## config.mk

```make
export PLATFORM = sky130hd
export DESIGN_NAME = mfde_ctrl
export DESIGN_NICKNAME = d
export VERILOG_FILES = /design/src/rtl/core/mfde_pkg.sv /design/src/rtl/core/mfde_ctrl.sv
export SDC_FILE = /design/constraint.sdc
export NUM_CORES = 1
export LEC_CHECK = 0
export ABC_AREA = 0
export BUFFER_PORTS_ARGS = -buffer_cell sky130_fd_sc_hd__buf_2
export CAP_MARGIN = 10
export CELL_PAD_IN_SITES_DETAIL_PLACEMENT = 0
export CELL_PAD_IN_SITES_GLOBAL_PLACEMENT = 1
export CORE_MARGIN = 3
export CORE_UTILIZATION = 31
export DETAILED_ROUTE_END_ITERATION = 10
export PLACE_DENSITY = 0.83
export SKIP_CTS_REPAIR_TIMING = 1
export SYNTH_ARGS = -nofsm -noshare
export SYNTH_HDL_FRONTEND = slang
export SYNTH_SLANG_ARGS = --single-unit
```

## constraint.sdc

```tcl
create_clock -name clk_i -period 1.83 [get_ports clk_i]
set_input_delay 0.0915 -clock clk_i [delete_from_list [all_inputs] [get_ports clk_i]]
set_output_delay 0.0915 -clock clk_i [all_outputs]
set_load 0.01 [all_outputs]
```

## src/rtl/core/mfde_pkg.sv

```systemverilog
// mfde_pkg: shared types, constants and helpers for the framebuffer draw engine
// no dependencies; imported by the top level, the controller and the datapath
`timescale 1ns / 1ps

package mfde_pkg;

  // default store geometry
  localparam int unsigned MAX_WIDTH_DEF  = 128;
  localparam int unsigned MAX_HEIGHT_DEF = 64;

  // configuration field widths and register indexes
  localparam int unsigned CFG_W_BITS = 8;
  localparam int unsigned CFG_H_BITS = 7;
  localparam logic        REG_WIDTH  = 1'b0;
  localparam logic        REG_HEIGHT = 1'b1;

  // byte index width: row (7 bits) times bytes per row (5 bits) plus column byte
  localparam int unsigned IDX_W = 12;

  // command codes
  typedef enum logic [2:0] {
    OP_CLEAR = 3'd0,
    OP_PIXEL = 3'd1,
    OP_HLINE = 3'd2,
    OP_VLINE = 3'd3,
    OP_RECT  = 3'd4,
    OP_READ  = 3'd5
  } op_e;

  // outline segments in drawing order
  typedef enum logic [1:0] {
    SEG_TOP    = 2'd0,
    SEG_BOTTOM = 2'd1,
    SEG_LEFT   = 2'd2,
    SEG_RIGHT  = 2'd3
  } seg_e;

  // controller states
  typedef enum logic [3:0] {
    ST_INIT,
    ST_IDLE,
    ST_DECODE,
    ST_CLR,
    ST_SEG,
    ST_PIX,
    ST_WR,
    ST_RD,
    ST_RDW,
    ST_DONE
  } state_e;

  // controller to datapath
  typedef struct packed {
    logic load;
    logic seg_load;
    logic seg_next;
    logic step;
    logic pix_rd;
    logic pix_wr;
    logic clr_wr;
    logic rd_issue;
    logic rd_capture;
    logic out_load;
  } ctl_cmd_t;

  // datapath to controller
  typedef struct packed {
    op_e  op;
    logic span_zero;
    logic clr_done;
    logic cnt_zero;
    logic seg_last;
    logic in_range;
    logic out_free;
  } ctl_sts_t;

  // bit of a pixel inside its byte, msb first
  function automatic logic [7:0] pixel_mask(input logic [2:0] col);
    pixel_mask = 8'h80 >> col;
  endfunction

endpackage

```

## src/rtl/core/mfde_ctrl.sv

```systemverilog
// mfde_ctrl: sequencer for clear, segment walks, pixel read-modify-write and reads
// depends on mfde_pkg
`timescale 1ns / 1ps

module mfde_ctrl (
  input  logic               clk_i,
  input  logic               rst_ni,
  input  logic               in_valid_i,
  output logic               in_stall_o,
  input  mfde_pkg::ctl_sts_t sts_i,
  output mfde_pkg::ctl_cmd_t cmd_o
);
  import mfde_pkg::*;

  state_e state_q, state_d;

  always_ff @(posedge clk_i or negedge rst_ni) begin
    if (!rst_ni) begin
      state_q <= ST_INIT;
    end else begin
      state_q <= state_d;
    end
  end

  // next state
  always_comb begin
    state_d = state_q;
    unique case (state_q)
      ST_INIT: if (sts_i.clr_done) state_d = ST_IDLE;
      ST_IDLE: if (in_valid_i) state_d = ST_DECODE;
      ST_DECODE: begin
        unique case (sts_i.op) inside
          OP_CLEAR:                    state_d = ST_CLR;
          OP_PIXEL, OP_HLINE, OP_VLINE: state_d = ST_SEG;
          OP_RECT:  state_d = sts_i.span_zero ? ST_DONE : ST_SEG;
          OP_READ:  state_d = ST_RD;
          default:  state_d = ST_DONE;
        endcase
      end
      ST_CLR: if (sts_i.clr_done) state_d = ST_DONE;
      ST_SEG: state_d = ST_PIX;
      ST_PIX: begin
        if (sts_i.cnt_zero) begin
          state_d = sts_i.seg_last ? ST_DONE : ST_SEG;
        end else if (sts_i.in_range) begin
          state_d = ST_WR;
        end
      end
      ST_WR:   state_d = ST_PIX;
      ST_RD:   state_d = ST_RDW;
      ST_RDW:  state_d = ST_DONE;
      ST_DONE: if (sts_i.out_free) state_d = ST_IDLE;
      default: state_d = ST_INIT;
    endcase
  end

  // commands
  always_comb begin
    cmd_o      = '0;
    in_stall_o = 1'b1;
    unique case (state_q)
      ST_INIT: cmd_o.clr_wr = !sts_i.clr_done;
      ST_IDLE: begin
        in_stall_o = 1'b0;
        cmd_o.load = in_valid_i;
      end
      ST_DECODE: ;
      ST_CLR: cmd_o.clr_wr = !sts_i.clr_done;
      ST_SEG: cmd_o.seg_load = 1'b1;
      ST_PIX: begin
        if (sts_i.cnt_zero) begin
          cmd_o.seg_next = !sts_i.seg_last;
        end else if (sts_i.in_range) begin
          cmd_o.pix_rd = 1'b1;
        end else begin
          cmd_o.step = 1'b1;
        end
      end
      ST_WR: begin
        cmd_o.pix_wr = 1'b1;
        cmd_o.step   = 1'b1;
      end
      ST_RD:   cmd_o.rd_issue   = 1'b1;
      ST_RDW:  cmd_o.rd_capture = 1'b1;
      ST_DONE: cmd_o.out_load   = sts_i.out_free;
      default: ;
    endcase
  end

`ifndef SYNTHESIS
  // at most one store access per cycle
  a_one_access: assert property (@(posedge clk_i) disable iff (!rst_ni)
    $onehot0({cmd_o.pix_rd, cmd_o.pix_wr, cmd_o.clr_wr, cmd_o.rd_issue}))
    else $error("more than one store access in a cycle");

  // a pixel write always uses the byte read the cycle before
  a_wr_after_rd: assert property (@(posedge clk_i) disable iff (!rst_ni)
    cmd_o.pix_wr |-> $past(cmd_o.pix_rd))
    else $error("pixel write without preceding read");

  // the result register is only loaded when it can take a word
  a_out_free: assert property (@(posedge clk_i) disable iff (!rst_ni)
    cmd_o.out_load |-> sts_i.out_free)
    else $error("result overwritten while stalled");

  // an accepted word is decoded next
  a_load_decode: assert property (@(posedge clk_i) disable iff (!rst_ni)
    cmd_o.load |=> state_q == ST_DECODE)
    else $error("accepted word not decoded");
`endif

endmodule

```

Word-level counts from Yosys, hierarchy flattened:

Cells that the tools add are included.

* flip-flop bits (word level): 4
* bits in latches: 0
* RAM bits: 0
* ROM bits: 0
* input port bits: 12
* logic and storage cells: 53
* memories kept: 0

* add/subtract/negate cells: 0
* $mul: 0
* div/mod/pow operators: 0
* order comparisons: 0
* equal/unequal tests: 19
* shifts and indexed selects: 0
* muxes and demuxes: 25
* bitwise logic cells: 0
* reductions and logical operators: 8

Operators by type and width (number)
* $pmux 4 s9: 1
* $mux 4: 8
* $eq 4x3->1 const B: 4
* $pmux 4 s4: 1
* $mux 1: 13
* $eq 4x2->1 const B: 2
* $eq 4x4->1 const B: 2
* $ne 2x2->1 const B: 4
* $eq 3x2->1 const B: 2
* $eq 3x3->1 const B: 2
* $reduce_and 5->1: 1
* $eq 4x1->1 const B: 1
* $logic_not 4->1: 1
* $reduce_or 2->1: 2
* $eq 3x1->1 const B: 1
* $logic_not 3->1: 1
* $ne 3x3->1 const B: 1
* $reduce_or 3->1: 1
* $logic_not 1->1: 2
* $mux 2: 1
* $pmux 1 s2: 1

Longest topological paths before layout:

* depth after elaboration: 4
* mapped depth: 7
* mapped depth without buffers: 5

Worst setup path after synthesis:

Ideal clock, no wire load.

* kind: flip-flop to flip-flop
* from: register state_q[1]
* to: register state_q[0]
* data arrival time: 1457 ps
* data required time: 1702 ps
* setup slack: 246 ps
* stages on the path, launching flop included: 6
* path buffers: 1
* cells stage by stage: dfrtp_1 -> buf_6 -> and2b_4 -> nor4b_4 -> a311oi_2 -> mux2_1

* longest elaborated chain between the ends: 3
* elaborated cells between the ends (all ways): 18
* those cells by class: eq/ne (14); mux (1); reduce/logical (3)

Ends and longest elaborated chain
* from (decl): line mfde_ctrl.sv:15 `state_e state_q, state_d;`
* from (signal assigned): line mfde_ctrl.sv:21 `state_q <= state_d;`
* $eq 4x3->1, or another cell as far along: line mfde_ctrl.sv:28 `unique case (state_q)`
* $reduce_or 2->1 (no line), or another cell as far along
* $pmux 4 s9 / $reduce_and 5->1 (equally long branches)

Parallel ways exist; a longest one is shown, timed or not.
A chain may end at the register's enable or synchronous reset.

==> results list <==
- Outcome: completed
* Min-Delay Path Class: in2reg
- The worst setup path is launched from a flip-flop.
- The Yosys step of the flow raised 0 warnings.
- Final-report max-slew violation count: 0
- Measured against its own limit, the worst slew margin works out to 74.90%.
- Pre-antenna DRT Iters: 4
* Site row count: 14
- Global routing usage summed across all routing layers: 13.20%
* Count of state elements after synthesis: 4
* CP arrival: 1610 ps
* Multiplexer area fraction after synthesis: 6.388%
* Total via count after detailed routing: 521
- Of the synthesized area, sequential elements account for 19.66%.
- Crit Path Max Fanout: 6
- Boundary pin count: 23
- After Yosys synthesis, and, or, nand and nor cells account for 41.03% of the synthesized area.
- The layout has 155 filler cells.
- At the end of routability-driven placement, the weighted congestion stood at 0.7419.
- In this run the number of H-tree levels came out at 1.
- Width of the chip: 46.53 µm
- Leakage power: 0.3076 nW
* Worst EP required: 1740 ps
- The placed instances occupy a cell area of 604.3 µm².
- The final critical path takes up 92.95% of the cycle.
* Antenna Diode Count: 0
* Pin count of the biggest net entering global routing: 12
- Of the total synthesized cell area, the portion taken by full adders, half adders and majority gates is 0%.
- Post-layout instance area: 639.4 µm²
- Counting I/O delays and the setup requirement, the final critical path takes 1701 ps.
- Max clock buf depth: 2
- DPL Wire Length: 971.5 µm
- Cells with a size suffix above 1 make up 42.35% of the layout.
- Dividing the detail-routed via count by the number of cells gives 5.158.
- Setup total negative slack on the finished layout was measured at 0 ps.
* Startpoint of the lowest-slack hold path: sts_i[0]
- Post-synthesis cell area: 509.2 µm²
- Once detail routing completed, the nets flagged for antenna violations numbered 0.
- The worst hold path terminates at state_q[3].
* Endpoints failing hold: 0
- Reg2reg start: state_q[0]
* End of the worst register-to-register path: state_q[1]
- Unrepaired setup endpoints after global routing: false
- Number of global-route vias before repair: 435
- Clock buffer count from CTS: 3
- Of the total synthesized cell area, the portion taken by XOR and XNOR cells is 1.720%.
- DRC errors left: 0
- WL/cell: 11.93 µm
- Main combinational cell family by area after synthesis: simple AND/OR/NAND/NOR gates
- For this block, the initial DRC count from the detailed router was 12.
* Clock transition at the registers of the reported paths: 40 ps
- Setup violations remaining at the end of the flow were counted as 0.
- The number of antenna violations at the first check in global routing came to 0.
- Power density normalized to cell area: 1367 nW/µm²
- After technology mapping, the gate count stands at 62.
- By count the netlist is led by 6 x sky130_fd_sc_hd__nand2_1, 6 x sky130_fd_sc_hd__nor2_1, 5 x sky130_fd_sc_hd__o21ai_0, 4 x sky130_fd_sc_hd__buf_6, 4 x sky130_fd_sc_hd__dfrtp_1.
* Number of flip-flops in the largest register: 4
* Area Growth Syn to Fin: 25.55%
- The final layout contains routed wiring with a total length of 1.205 mm.
- Number of violations of the max-capacitance limit: 0
* Peak VDD IR: 0.0006351 V
* Overflow left after global routing: 0
* Number of cell instances on the worst register-to-register path: 4
- Register with the most flip-flops: state_q
* Async set-or-reset flop fraction in the synthesized netlist: 100.0%
* Final clock skew: 0.7032 ps
- Post-Syn Nets: 74
* TritonCTS clock tree: built
* Timing startpoint of the critical path: state_q[3]
* Full die area: 2165 µm²
* FF-to-FF setup slack: 150 ps
* Worst hold stages: 2
- Counting flops with a built-in enable in the synthesized netlist gives 0.
- Post-layout nets: 99
- The count of buffers added on input and output ports is 22.
- Counting distinct cell types in the post-synthesis netlist gives 29.
* Largest area contributor in the netlist: sky130_fd_sc_hd__dfrtp_1
- The cell sitting at the root of the clock tree is a sky130_fd_sc_hd__clkbuf_4.
* Clock net sink count: 4
- Total core area: 1524 µm²
- Share of Yosys cell area claimed by the top area cell type: 19.66%
- In the final layout, the registers with the most flip-flops are state_q x4.
- At the pin with the least slew margin, the transition time is 371.8 ps.
* Per-instance average area after synthesis: 8.214 µm²
- The die is 46.53 µm tall.
* Maximum clock frequency: 587.9 MHz
- The synthesized netlist devotes 19.16% of its cell area to compound gates.
- The critical path is of the reg2out type.
- The first global-routing pass estimated 1.876 mm of wire.
- The initial utilization of the core area, before any placement, comes to 33.42%.
- The clock reaches the later pin of the worst-skew pair after 240 ps.
* Dominant register cell in the synthesized netlist: sky130_fd_sc_hd__dfrtp_1
* Worst Setup End Kind: output pin
* Leading cell types by total area after synthesis: sky130_fd_sc_hd__dfrtp_1 20%, sky130_fd_sc_hd__buf_6 8.8%, sky130_fd_sc_hd__o311ai_0 5.2%
## area by class of cell
| cell class | count | area, µm² | area share (%) |
|---|---|---|---|
| Inverter | 3 | 11.26 | 1.761 |
| Sequential cell | 4 | 102.6 | 16.05 |
| Tap cell | 16 | 20.02 | 3.131 |
| Multi-Input combinational cell | 50 | 347.8 | 54.40 |
| Timing Repair Buffer | 25 | 135.1 | 21.14 |
| Clock buffer | 3 | 22.52 | 3.523 |
## where the power goes
group,leakage (nW),internal [mW],total (mW),switching [mW]
registers,0.0477,0.132,0.222,0.0898
logic,0.246,0.270,0.541,0.272
clock network,0.0138,0.0734,0.111,0.0374
total,0.308,0.475,0.874,0.399
## worst max-delay path: stages, from the launching register on
cell,delay [ps]
sky130_fd_sc_hd__dfrtp_2,430
sky130_fd_sc_hd__nand2b_1,180
sky130_fd_sc_hd__buf_4,160
sky130_fd_sc_hd__or3_1,370
sky130_fd_sc_hd__nor2_1,90
sky130_fd_sc_hd__buf_2,130
## worst max path at each step
| stage | endpoint | slack, ps | depth (start not counted) |
|---|---|---|---|
| 4_1_cts | cmd_o[5] | 80 | 5 |
| 3_5_place_dp | state_q[0] | 150 | 4 |
| 5_1_grt | cmd_o[5] | 20 | 5 |
| 6_report | cmd_o[5] | 130 | 5 |
| 3_3_place_gp | state_q[1] | 200 | 4 |
| 2_1_floorplan | state_q[0] | 250 | 5 |
## placed cells by master (no fill, tap or decap), drive strengths merged
| cell type | instances |
|---|---|
| o2111ai | 1 |
| nor3b | 1 |
| o21a | 1 |
| o311ai | 3 |
| inv | 3 |
| dfrtp | 4 |
| dlygate4sd3 | 1 |
| nor4b | 2 |
| clkbuf | 3 |
| mux2 | 2 |
| xor2 | 1 |
| or3 | 1 |
| mux2i | 1 |
| nor4 | 1 |
| nor2 | 6 |
| a311oi | 1 |
| nor3 | 2 |
| buf | 24 |
| nand4 | 1 |
| or2 | 1 |
| and3 | 2 |
| and2b | 1 |
| nor2b | 4 |
| nand2b | 4 |
| a21oi | 3 |
| nand2 | 6 |
| o21ai | 5 |
## cells by family after synthesis
group / count (synthesis)
AO/OA/AOI/OAI: 14
XOR/XNOR: 1
buffers and inverters: 8
flip-flops: 4
multiplexers: 3
AND/OR/NAND/NOR: 32
## through the flow
stage	setup WS [ps]	utilization, %	hold WS (ps)	power [mW]	cells
3_5_place_dp	148.0	39.66	-102.1	0.7636	97
2_1_floorplan	245.5	-	-204.1	0.6882	62
6_report	129.1	41.95	72.31	0.8738	101
4_1_cts	76.31	41.13	-362.4	0.8844	100
3_3_place_gp	200.4	39.66	-101.6	0.7642	97
5_1_grt	19.89	41.95	68.86	0.9668	101
## metal layers
layer | vias up | track usage, % | part of all wire, %
met5 | - | 0 | 0
met4 | 0 | 10.23 | 2.8
met3 | 5 | 5.859 | 8.6
met2 | 20 | 17.03 | 42
met1 | 226 | 16.59 | 47
li1 | 270 | - | -
Power figures use the tool's default switching activity.
